### src/hdl/nir_pkg.sv
// Shared types and timing constants for the NEC infrared pulse decoder.
`timescale 1ns / 1ps
package nir_pkg;

  typedef struct packed {
    logic        level;
    logic [15:0] duration_us;
  } pulse_t;

  typedef struct packed {
    logic        event_kind;
    logic [31:0] frame_bits;
  } event_t;

  // Classified pulse: level plus one flag per timing window
  typedef struct packed {
    logic level;
    logic win_leader;
    logic win_lspace;
    logic win_rspace;
    logic win_short;
    logic win_long;
  } cls_t;

  localparam int unsigned QUEUE_DEPTH = 2;
  localparam int unsigned QPTR_W      = $clog2(QUEUE_DEPTH);
  localparam int unsigned QCNT_W      = $clog2(QUEUE_DEPTH + 1);

  typedef struct packed {
    logic              full;
    logic              empty;
    logic [QCNT_W-1:0] count;
  } qstat_t;

  localparam logic EV_FRAME  = 1'b0;
  localparam logic EV_REPEAT = 1'b1;

  // Window bounds in us, both exclusive
  localparam logic [15:0] LEADER_LO = 16'(9000 - 900);
  localparam logic [15:0] LEADER_HI = 16'(9000 + 900);
  localparam logic [15:0] LSPACE_LO = 16'(4500 - 450);
  localparam logic [15:0] LSPACE_HI = 16'(4500 + 450);
  localparam logic [15:0] RSPACE_LO = 16'(2500 - 250);
  localparam logic [15:0] RSPACE_HI = 16'(2500 + 250);
  localparam logic [15:0] SHORT_LO  = 16'(560 - 100);
  localparam logic [15:0] SHORT_HI  = 16'(560 + 100);
  localparam logic [15:0] LONG_LO   = 16'(1690 - 200);
  localparam logic [15:0] LONG_HI   = 16'(1690 + 200);

  typedef enum logic [5:0] {
    ST_LEADER_MARK  = 6'b000001,
    ST_LEADER_SPACE = 6'b000010,
    ST_REPEAT_STOP  = 6'b000100,
    ST_BIT_MARK     = 6'b001000,
    ST_BIT_SPACE    = 6'b010000,
    ST_STOP_MARK    = 6'b100000
  } phase_t;

endpackage

### src/hdl/nec_ir_pulse_decoder.sv
// Top level of the NEC infrared pulse decoder.
//
//   channel   direction  payload     beat
//   in        input      pulse_t     one measured pulse (level, duration_us)
//   out       output     event_t     one frame or repeat event
//
// One pulse beat per cycle while the queue is not full; the stop mark beat is
// written into the queue, then the framer puts its result into the result register.
// The front end classifies in the accepting cycle; the framer takes one
// queued pulse per cycle whenever the result register is free or draining.
// Synchronous reset clears the queue, the framer state and out_valid.
// A stalled output fills the two-entry queue, after which in_ready drops.
`timescale 1ns / 1ps
module nec_ir_pulse_decoder #(
  parameter int unsigned FRAME_BITS = 32
) (
  input  logic            clk,
  input  logic            rst,
  input  logic            in_valid,
  output logic            in_ready,
  input  nir_pkg::pulse_t in_data,
  output logic            out_valid,
  input  logic            out_ready,
  output nir_pkg::event_t out_data
);
  import nir_pkg::*;

  qstat_t q_stat;
  cls_t   push_data;
  cls_t   head;
  logic   push;
  logic   pop;

  nir_front u_front (
    .in_valid  (in_valid),
    .in_ready  (in_ready),
    .in_data   (in_data),
    .q_stat    (q_stat),
    .push      (push),
    .push_data (push_data)
  );

  nir_queue u_queue (
    .clk       (clk),
    .rst       (rst),
    .push      (push),
    .push_data (push_data),
    .pop       (pop),
    .head      (head),
    .stat      (q_stat)
  );

  nir_framer #(
    .FRAME_BITS (FRAME_BITS)
  ) u_framer (
    .clk        (clk),
    .rst        (rst),
    .head       (head),
    .head_valid (!q_stat.empty),
    .pop        (pop),
    .out_valid  (out_valid),
    .out_ready  (out_ready),
    .out_data   (out_data)
  );

`ifndef ASSERT_OFF
  a_repeat_zero: assert property (@(posedge clk) disable iff (rst)
    out_valid && (out_data.event_kind == EV_REPEAT) |-> out_data.frame_bits == '0)
    else $error("repeat event carries data bits");

  a_frame_width: assert property (@(posedge clk) disable iff (rst)
    out_valid && (out_data.event_kind == EV_FRAME)
      |-> (64'(out_data.frame_bits) >> FRAME_BITS) == 64'd0)
    else $error("frame has bits above the frame length");

  a_queue_fill: assert property (@(posedge clk) disable iff (rst)
    in_valid && in_ready && !pop |=> q_stat.count == $past(q_stat.count) + 1'b1)
    else $error("queue count lost an accepted beat");

  a_no_overfill: assert property (@(posedge clk) disable iff (rst)
    q_stat.full |-> !in_ready)
    else $error("input accepted into a full queue");
`endif

endmodule

### src/hdl/nir_front.sv
// Front end: accepts pulse beats and classifies the duration into timing windows.
`timescale 1ns / 1ps
module nir_front (
  input  logic            in_valid,
  output logic            in_ready,
  input  nir_pkg::pulse_t in_data,
  input  nir_pkg::qstat_t q_stat,
  output logic            push,
  output nir_pkg::cls_t   push_data
);
  import nir_pkg::*;

  logic [15:0] t;

  assign t        = in_data.duration_us;
  assign in_ready = !q_stat.full;
  assign push     = in_valid && !q_stat.full;

  always_comb begin
    push_data.level      = in_data.level;
    push_data.win_leader = (t > LEADER_LO) && (t < LEADER_HI);
    push_data.win_lspace = (t > LSPACE_LO) && (t < LSPACE_HI);
    push_data.win_rspace = (t > RSPACE_LO) && (t < RSPACE_HI);
    push_data.win_short  = (t > SHORT_LO)  && (t < SHORT_HI);
    push_data.win_long   = (t > LONG_LO)   && (t < LONG_HI);
  end

endmodule

### src/hdl/nir_queue.sv
// Short FIFO of classified pulses between front end and framer.
`timescale 1ns / 1ps
module nir_queue (
  input  logic            clk,
  input  logic            rst,
  input  logic            push,
  input  nir_pkg::cls_t   push_data,
  input  logic            pop,
  output nir_pkg::cls_t   head,
  output nir_pkg::qstat_t stat
);
  import nir_pkg::*;

  localparam logic [QCNT_W-1:0] DEPTH_CNT = QCNT_W'(QUEUE_DEPTH);

  cls_t              slots [QUEUE_DEPTH];
  logic [QPTR_W-1:0] wr_ptr;
  logic [QPTR_W-1:0] rd_ptr;
  logic [QCNT_W-1:0] count;

  assign head       = slots[rd_ptr];
  assign stat.full  = (count == DEPTH_CNT);
  assign stat.empty = (count == '0);
  assign stat.count = count;

  always_ff @(posedge clk) begin
    if (rst) begin
      wr_ptr <= '0;
      rd_ptr <= '0;
      count  <= '0;
    end else begin
      if (push) begin
        wr_ptr <= (wr_ptr == QPTR_W'(QUEUE_DEPTH - 1)) ? '0 : wr_ptr + 1'b1;
      end
      if (pop) begin
        rd_ptr <= (rd_ptr == QPTR_W'(QUEUE_DEPTH - 1)) ? '0 : rd_ptr + 1'b1;
      end
      if (push && !pop) begin
        count <= count + 1'b1;
      end else if (pop && !push) begin
        count <= count - 1'b1;
      end
    end
  end

  always_ff @(posedge clk) begin
    if (push) begin
      slots[wr_ptr] <= push_data;
    end
  end

endmodule

### src/hdl/nir_framer.sv
// Back end: NEC framing state machine, bit collection and result register.
`timescale 1ns / 1ps
module nir_framer #(
  parameter int unsigned FRAME_BITS = 32
) (
  input  logic            clk,
  input  logic            rst,
  input  nir_pkg::cls_t   head,
  input  logic            head_valid,
  output logic            pop,
  output logic            out_valid,
  input  logic            out_ready,
  output nir_pkg::event_t out_data
);
  import nir_pkg::*;

  localparam logic [5:0] FRAME_LIMIT = 6'(FRAME_BITS);

  phase_t      phase;
  phase_t      phase_next;
  logic [31:0] shift_word;
  logic [31:0] shift_word_next;
  logic [5:0]  bit_count;
  logic [5:0]  bit_count_next;
  logic        ok;
  logic        emit;
  event_t      ev;

  // result slot free now or being drained this cycle
  assign pop = head_valid && (!out_valid || out_ready);

  always_comb begin
    phase_next      = phase;
    shift_word_next = shift_word;
    bit_count_next  = bit_count;
    ok              = 1'b0;
    emit            = 1'b0;
    ev.event_kind   = EV_FRAME;
    ev.frame_bits   = shift_word;
    case (phase)
      ST_LEADER_MARK: begin
        if (head.level && head.win_leader) begin
          phase_next      = ST_LEADER_SPACE;
          shift_word_next = '0;
          bit_count_next  = '0;
          ok              = 1'b1;
        end
      end
      ST_LEADER_SPACE: begin
        if (!head.level) begin
          if (head.win_lspace) begin
            phase_next = ST_BIT_MARK;
            ok         = 1'b1;
          end else if (head.win_rspace) begin
            phase_next = ST_REPEAT_STOP;
            ok         = 1'b1;
          end
        end
      end
      ST_REPEAT_STOP: begin
        if (head.level && head.win_short) begin
          phase_next    = ST_LEADER_MARK;
          emit          = 1'b1;
          ev.event_kind = EV_REPEAT;
          ev.frame_bits = '0;
          ok            = 1'b1;
        end
      end
      ST_BIT_MARK: begin
        if (head.level && head.win_short) begin
          phase_next = ST_BIT_SPACE;
          ok         = 1'b1;
        end
      end
      ST_BIT_SPACE: begin
        if (!head.level && (head.win_short || head.win_long)) begin
          ok = 1'b1;
          if (head.win_long && !head.win_short) begin
            shift_word_next[bit_count[4:0]] = 1'b1;
          end
          bit_count_next = bit_count + 6'd1;
          phase_next     = (bit_count_next >= FRAME_LIMIT) ? ST_STOP_MARK : ST_BIT_MARK;
        end
      end
      ST_STOP_MARK: begin
        if (head.level && head.win_short) begin
          phase_next = ST_LEADER_MARK;
          emit       = 1'b1;
          ok         = 1'b1;
        end
      end
      default: begin
        ok = 1'b0;
      end
    endcase
    if (!ok) begin
      phase_next = ST_LEADER_MARK;
    end
  end

  always_ff @(posedge clk) begin
    if (rst) begin
      phase      <= ST_LEADER_MARK;
      shift_word <= '0;
      bit_count  <= '0;
      out_valid  <= 1'b0;
    end else begin
      if (pop) begin
        phase      <= phase_next;
        shift_word <= shift_word_next;
        bit_count  <= bit_count_next;
      end
      if (pop && emit) begin
        out_valid <= 1'b1;
      end else if (out_ready) begin
        out_valid <= 1'b0;
      end
    end
  end

  always_ff @(posedge clk) begin
    if (pop && emit) begin
      out_data <= ev;
    end
  end

endmodule

### config.mk
export PLATFORM = sky130hd
export DESIGN_NAME = nec_ir_pulse_decoder
export DESIGN_NICKNAME = d
export VERILOG_FILES = /design/src/hdl/nir_pkg.sv /design/src/hdl/nec_ir_pulse_decoder.sv /design/src/hdl/nir_front.sv /design/src/hdl/nir_queue.sv /design/src/hdl/nir_framer.sv
export SDC_FILE = /design/constraint.sdc
export NUM_CORES = 1
export LEC_CHECK = 0
export ABC_AREA = 1
export BUFFER_PORTS_ARGS = -buffer_cell sky130_fd_sc_hd__buf_2
export CORE_UTILIZATION = 43
export CTS_CLUSTER_DIAMETER = 200
export DETAILED_ROUTE_END_ITERATION = 8
export PLACE_DENSITY_LB_ADDON = 0.05
export SYNTH_ARGS = -nofsm -noshare
export SYNTH_HDL_FRONTEND = slang
export SYNTH_SLANG_ARGS = --single-unit
### constraint.sdc
create_clock -name clk -period 2.2 [get_ports clk]
set_input_delay 0.44 -clock clk [delete_from_list [all_inputs] [get_ports clk]]
set_output_delay 0.44 -clock clk [all_outputs]
set_load 0.1 [all_outputs]
==> results of run 1 <==
==> stage by stage <==
step / std cells / power [mW] / worst slack (ns) / hold slack [ns] / cell area [um^2]
floorplan: 626 / 3.65 / 0.0746 / 0.426 / 4900
global placement: 798 / 3.91 / 0.336 / 0.441 / 5260
detailed placement: 798 / 3.91 / 0.326 / 0.444 / 5260
CTS: 814 / 5.34 / 0.372 / 0.281 / 5520
global route: 814 / 5.61 / 0.135 / 0.289 / 5520
finish: 814 / 5.29 / 0.380 / 0.292 / 5520
==> path summary, 6_finish.rpt <==
path,from,end,depth (start not counted)
worst max-delay path,u_framer.phase[5]$_SDFFE_PP0P_,u_framer.shift_word[12]$_SDFFE_PP0P_,10
worst min-delay path,in_data[16],u_queue.slots[1][5]$_DFFE_PP_,1
worst max register to register,u_framer.phase[5]$_SDFFE_PP0P_,u_framer.shift_word[12]$_SDFFE_PP0P_,10
worst min register to register,u_queue.rd_ptr$_SDFFE_PP0P_,u_queue.rd_ptr$_SDFFE_PP0P_,1
==> worst max-delay path, cell delays in order (launching register included) <==
cell	delay (ns)
dfxtp_1	0.36
inv_1	0.06
nand2_1	0.15
nor2_8	0.08
inv_2	0.26
nand2_2	0.13
nand2_4	0.11
nor2_8	0.04
nand2_4	0.29
nand2_1	0.11
a21oi_1	0.13
==> cell usage in the layout (no fill, tap or decap), drive strengths merged <==
cell / Yosys / routed
inv: 83 / 83
ha: 5 / 5
clkinv: 1 / 4
clkinvlp: 0 / 3
xnor2: 2 / 2
clkbuf: 11 / 10
edfxtp: 45 / 45
nand3b: 1 / 1
nor2: 79 / 79
o311ai: 1 / 1
a21boi: 1 / 1
nand4: 13 / 13
dfxtp: 50 / 50
o21ai: 20 / 20
nand3: 54 / 54
o211ai: 2 / 2
nand2: 137 / 137
buf: 20 / 63
o2111ai: 1 / 1
nor3: 9 / 9
a21oi: 86 / 86
nor4: 3 / 3
a31oi: 2 / 2
==> Yosys cell counts (7+ instances only) <==
cell and instances:
o21ai_0 20, a21oi_1 86, dfxtp_1 50, clkbuf_1 11, nor3_1 8, nand3_2 7
edfxtp_1 45, nor2_1 75, buf_2 9, nand3_1 47, nand2_1 125, inv_1 81
nand4_1 13
==> power breakdown <==
part	total, mW	leakage [nW]	switching, mW	internal, mW
registers	2.04	0.894	0.0820	1.96
logic	1.83	1.17	1.36	0.465
clock network	1.42	0.124	0.659	0.761
==> sequential cells by signal (all words and copies together) (netlist names), named ones only <==
name                 count
u_queue.count            2
u_queue.wr_ptr           1
u_framer.out_data       33
u_queue.rd_ptr           1
u_queue.slots           12
u_framer.out_valid       1
u_framer.phase           6
u_framer.shift_word     32
u_framer.bit_count       6
==> layout make-up <==
cell class	count	area [um^2]
Fill cell	1075	5460
Clock inverter	6	36.3
Clock buffer	10	229
Timing Repair Buffer	63	348
Sequential cell	95	2350
Tap cell	140	175
Multi-Input combinational cell	416	2060
Inverter	84	320
==> routing by layer <==
layer | routed length, um | up-vias | global-route usage | part of all wire
li1 | - | 2137 | - | -
met1 | 5100 | 1992 | 0.254 | 0.46
met2 | 5470 | 85 | 0.347 | 0.49
met3 | 320 | 13 | 0.0215 | 0.029
met4 | 182 | 0 | 0.0792 | 0.016
met5 | 0 | - | 0 | 0
==> logic make-up (layout without fill, tap and decap cells) <==
logic type / after synthesis / count (layout) / synth area share
and+or+nand+nor: 296 / 296 / 0.282
DFF: 95 / 95 / 0.481
adders and majority gates: 5 / 5 / 0.0128
xor gates and xnor gates: 2 / 2 / 0.00358
AOI/OAI and AO/OA: 113 / 113 / 0.119
buffers and inverters: 115 / 163 / 0.102
==> impl_metrics.env, run 1 <==
export IMPL_ys_warn_count=0
export IMPL_cts_hold_buf=0
export IMPL_post_drt_wl_per_cell_um=13.6
export IMPL_slew_headroom=0.612
export IMPL_grt_overflow=0
export IMPL_cp_start_kind="flip-flop"
export IMPL_vias=4227
export IMPL_synth_top_area_cell="edfxtp_1"
export IMPL_antenna_left=0
export IMPL_grt_pass1_wl_um=18500
export IMPL_numPortBuffers=55
export IMPL_synthArstFlopShare=0
export IMPL_ys_ff_latch=95
export IMPL_dieArea_um2=11800
export IMPL_ioPinCount=56
export IMPL_cts_tree="built"
export IMPL_synth_nets=652
export IMPL_h_tree_depth=3
export IMPL_gp_congestion=0.843
export IMPL_drc=0
export IMPL_grt_util_all_layers=0.200
export IMPL_arrival_ns=2.09
export IMPL_drtIter0Drc=180
export IMPL_setup_violations_final=0
export IMPL_antenna_found_initial=0
export IMPL_criticalPathCategory="flip-flop to flip-flop"
export IMPL_worst_path_max_fanout=32
export IMPL_setup_tns_final_ns=0
export IMPL_row_count=38
export IMPL_maxSlewViolCount=0
export IMPL_finalCritPeriodShare=0.827
export IMPL_required_ns=2.47
export IMPL_worst_slew_pin_slew_ns=0.577
export IMPL_dp_hpwl_um=7660
export IMPL_power_density_nw_per_um2=958
export IMPL_cts_num_sinks=95
export IMPL_clk_pin_slew_ns=0.06
export IMPL_first_pass_iters=4
export IMPL_syn_to_final_growth_pct=12.9
export IMPL_synthTopCellsByArea="edfxtp_1 (28%), dfxtp_1 (20%), nand2_1 (9.6%)"
export IMPL_cts_root_buf="clkbuf_16"
export IMPL_outcome="finished clean"
export IMPL_finClkSkew_ns=0.00911
export IMPL_nets=695
export IMPL_core_area_um2=11000
export IMPL_antenna_cells=0
export IMPL_first_global_vias=3908
export IMPL_synth_edf_count=45
export IMPL_synth_area_um2=4890
export IMPL_die_w_um=109
export IMPL_clkLatencyLatePin_ns=0.34
export IMPL_peakVddDrop_mv=0.823
export IMPL_clk_path_buf_depth=2
export IMPL_syn_inst=626
export IMPL_ys_flop_type="dfxtp_1"
export IMPL_hp_class="input port to flip-flop"
export IMPL_cts_resized=0
export IMPL_grt_max_degree=34
export IMPL_max_cap_violations=0
export IMPL_ys_seq_area_frac=0.481
export IMPL_postSynthAreaPerCell_um2=7.82
export IMPL_fin_util=0.503
export IMPL_post_cts_buffers=0
export IMPL_drt_wl_total_um=11100
export IMPL_synth_distinct_cells=33
export IMPL_leakage_nw=2.19
export IMPL_die_y_um=109
export IMPL_drive_above_1_share=0.157
export IMPL_rrSetupSlack_ns=0.38
export IMPL_period_minus_slack_ns=1.82
export IMPL_vias_per_cell=5.19
export IMPL_end_kind="flip-flop"
export IMPL_rsz0062_at_grt="false"
export IMPL_initial_core_util=0.446
export IMPL_cts_made_buffers=9
export IMPL_fmax_mhz=549
export IMPL_synth_top_area_frac=0.276
export IMPL_hold_viol=0
Note: power is estimated with default switching activity, not from simulation.
==> inputs of run 2 (changes only) <==
ABC_AREA = 0   (was 1)
clock period = 1.7 ns   (was 2.2 ns; I/O delays follow)
==> impl_metrics.env, run 2 <==
export IMPL_cts_made_buffers=9
export IMPL_synth_distinct_cells=59
export IMPL_die_y_um=101
export IMPL_stdcell_count=629
export IMPL_n_fill_cell=830
export IMPL_synth_top_area_frac=0.320
export IMPL_cts_hold_buf=0
export IMPL_criticalPathCategory="flip-flop to flip-flop"
export IMPL_ioPinCount=56
export IMPL_die_w_um=101
export IMPL_clk_pin_slew_ns=0.10
export IMPL_core_area_um2=9370
export IMPL_final_cell_mix="buf_4 (68), buf_2 (55), dfxtp_1 (45), edfxtp_1 (45)"
export IMPL_fmax_mhz=476
export IMPL_slew_headroom=0.622
export IMPL_ys_seq_area_frac=0.557
export IMPL_grt_use_met3=0.0333
export IMPL_numPortBuffers=55
export IMPL_period_minus_slack_ns=2.10
export IMPL_grt_pass1_wl_um=14000
export IMPL_gr_usage_met2=0.295
export IMPL_drtIter0Drc=114
export IMPL_ys_warn_count=0
export IMPL_dieArea_um2=10200
export IMPL_syn_inst=369
export IMPL_rsz0062_at_grt="true"
export IMPL_finalCritPeriodShare=1.24
export IMPL_arrival_ns=2.40
export IMPL_first_global_vias=2942
export IMPL_outcome="complete, but fails checks"
export IMPL_largest_register_ffs=33
export IMPL_cts_num_sinks=95
export IMPL_power_mw=5.38
export IMPL_place_area_um2=5060
export IMPL_antenna_cells=0
export IMPL_grt_overflow=0
export IMPL_setup_violations_final=77
export IMPL_violations="negative setup slack"
export IMPL_vias_per_cell=5.10
export IMPL_layout_setup_ws_ns=-0.401
export IMPL_slowest_delay_ns=0.54
export IMPL_synth_area_um2=4220
export IMPL_setup_tns_final_ns=-14.07
export IMPL_r2r_start="u_framer.phase[2]$_SDFFE_PP0P_"
export IMPL_grt_max_degree=34
export IMPL_ys_ff_latch=95
export IMPL_path_buf_inv=1
export IMPL_worst_path_max_fanout=2
export IMPL_ff2ff_path_depth=5
export IMPL_top_register="u_framer.out_data"
export IMPL_final_cell_area_um2=5640
export IMPL_drt_wl_total_um=9110
export IMPL_required_ns=2.00
export IMPL_leakage_nw=2.18
export IMPL_finClkSkew_ns=0.0179
export IMPL_cts_root_buf="clkbuf_8"
export IMPL_drc=0
export IMPL_min_from="in_data[16]"
export IMPL_ys_top_cells_by_count="dfxtp_1 (50), edfxtp_1 (45), nor2b_1 (34)"
export IMPL_power_density_nw_per_um2=953
export IMPL_synth_top_area_cell="edfxtp_1"
export IMPL_biggestRegsByFlops="u_framer.out_data: 33 flops, u_framer.shift_word: 32 flops, u_queue.slots: 12 flops"
export IMPL_dp_hpwl_um=6010
export IMPL_post_drt_wl_per_cell_um=14.5
export IMPL_cp_endpoint="u_framer.phase[2]$_SDFFE_PP0P_"
export IMPL_end_kind="flip-flop"
export IMPL_grt_util_all_layers=0.176
export IMPL_peakVddDrop_mv=0.677
export IMPL_antenna_found_initial=0
export IMPL_hold_viol=0
export IMPL_synthTopCellsByArea="edfxtp_1 (32%), dfxtp_1 (24%), a22o_1 (6.8%)"
export IMPL_initial_core_util=0.450
export IMPL_maxSlewViolCount=0
export IMPL_vias=3207
export IMPL_row_count=35
export IMPL_r2r_end="u_framer.phase[2]$_SDFFE_PP0P_"
export IMPL_cp_start_kind="flip-flop"
export IMPL_dp_cells=592
export IMPL_clkLatencyLatePin_ns=0.37
export IMPL_hp_class="input port to flip-flop"
export IMPL_syn_to_final_growth_pct=33.6
export IMPL_crit_chain="or4_4 > buf_4 > or4b_4 > or3b_4 > a21oi_2"
export IMPL_cts_tree="built"
export IMPL_gp_congestion=0.872
export IMPL_busiest_layer="met2"
export IMPL_grtUsageMet1=0.228
export IMPL_crit_start="u_framer.phase[2]$_SDFFE_PP0P_"
export IMPL_worst_slew_pin_slew_ns=0.562
export IMPL_synthArstFlopShare=0
export IMPL_postSynthAreaPerCell_um2=11.4
export IMPL_yosysMostFrequentCell="dfxtp_1"
export IMPL_max_cap_violations=0
export IMPL_fin_util=0.602
export IMPL_rrSetupSlack_ns=-0.40
export IMPL_drive_above_1_share=0.398
export IMPL_h_tree_depth=3
export IMPL_synth_nets=395
export IMPL_crit_slowest_cell="or4_4"
export IMPL_synth_edf_count=45
export IMPL_ys_flop_type="dfxtp_1"
export IMPL_first_pass_iters=4
export IMPL_clk_path_buf_depth=2
export IMPL_nets=521
export IMPL_final_common_cell="buf_4"
export IMPL_worst_path_stages=5
export IMPL_cp_top_family="simple AND/OR/NAND/NOR gates"
export IMPL_antenna_left=0
==> run 2: changes by cell type after synthesis, moves of 9 or more <==
cell / previous run / this run
buf_2: 9 / 0
nor2_1: 75 / 25
a22o_1: 0 / 33
inv_1: 81 / 12
a21oi_1: 86 / 13
nand3_1: 47 / 12
o21ai_0: 20 / 10
nand4_1: 13 / 1
nor2b_1: 0 / 34
nand2_1: 125 / 14
==> run 2: worst register-to-register path, cell delays in order (launching register included) <==
cell	delay [ns]
dfxtp_2	0.33
or4_4	0.54
buf_4	0.16
or4b_4	0.48
or3b_4	0.39
a21oi_2	0.14
==> run 2: stage by stage <==
stage / hold WS [ns] / setup WS, ns
2_1_floorplan: 0.439 / -0.383
3_3_place_gp: 0.456 / -0.366
3_5_place_dp: 0.456 / -0.409
4_1_cts: 0.148 / -0.361
5_1_grt: 0.143 / -0.474
6_report: 0.161 / -0.401
==> run 2: metal layers <==
metal  share of wire  routed length [um]
met1            0.45                4070
met2            0.51                4620
met3           0.033                 299
met4           0.014                 127
met5               0                   0
==> run 2: worst min-delay path by stage <==
stage                                                 endpoint  cells after the start  slack [ns]
after floorplan                  u_queue.slots[0][5]$_DFFE_PP_                      0        0.44
after global placement    u_framer.shift_word[21]$_SDFFE_PP0P_                      1        0.46
after detailed placement   u_framer.shift_word[6]$_SDFFE_PP0P_                      1        0.46
after CTS                        u_queue.slots[0][5]$_DFFE_PP_                      1        0.15
after global routing             u_queue.slots[0][5]$_DFFE_PP_                      1        0.14
final                            u_queue.slots[0][5]$_DFFE_PP_                      1        0.16
==> run 2: repair_timing <==
action                                 in CTS  in global routing
endpoints found under the hold margin       0                  0
setup buffers                               9                  7
pin swaps                                   5                  9
gates cloned                                0                  5
setup endpoints to repair                  44                104
gates resized for setup                     7                 31
==> run 2: area by class of cell <==
class | instances | area (um^2) | share of cell area
Sequential cell | 95 | 2360 | 0.418
Timing Repair Buffer | 136 | 1010 | 0.180
Inverter | 12 | 48.8 | 0.00865
Clock buffer | 9 | 124 | 0.0220
Clock inverter | 7 | 71.3 | 0.0126
Multi-Input combinational cell | 241 | 1860 | 0.330
Tap cell | 129 | 161 | 0.0286
==> run 2: cell families after synthesis <==
family | after synthesis | synth area share
xor+xnor | 7 | 0.0145
mux | 1 | 0.00237
fa+ha+maj | 5 | 0.0148
simple gates | 141 | 0.208
buf+inv | 33 | 0.0412
flops | 95 | 0.557
compound gates | 87 | 0.162
==> run 2: report_power, final <==
part / internal (mW) / switching, mW
Sequential: 2.49 / 0.0681
Clock: 0.572 / 0.854
Combinational: 0.661 / 0.737
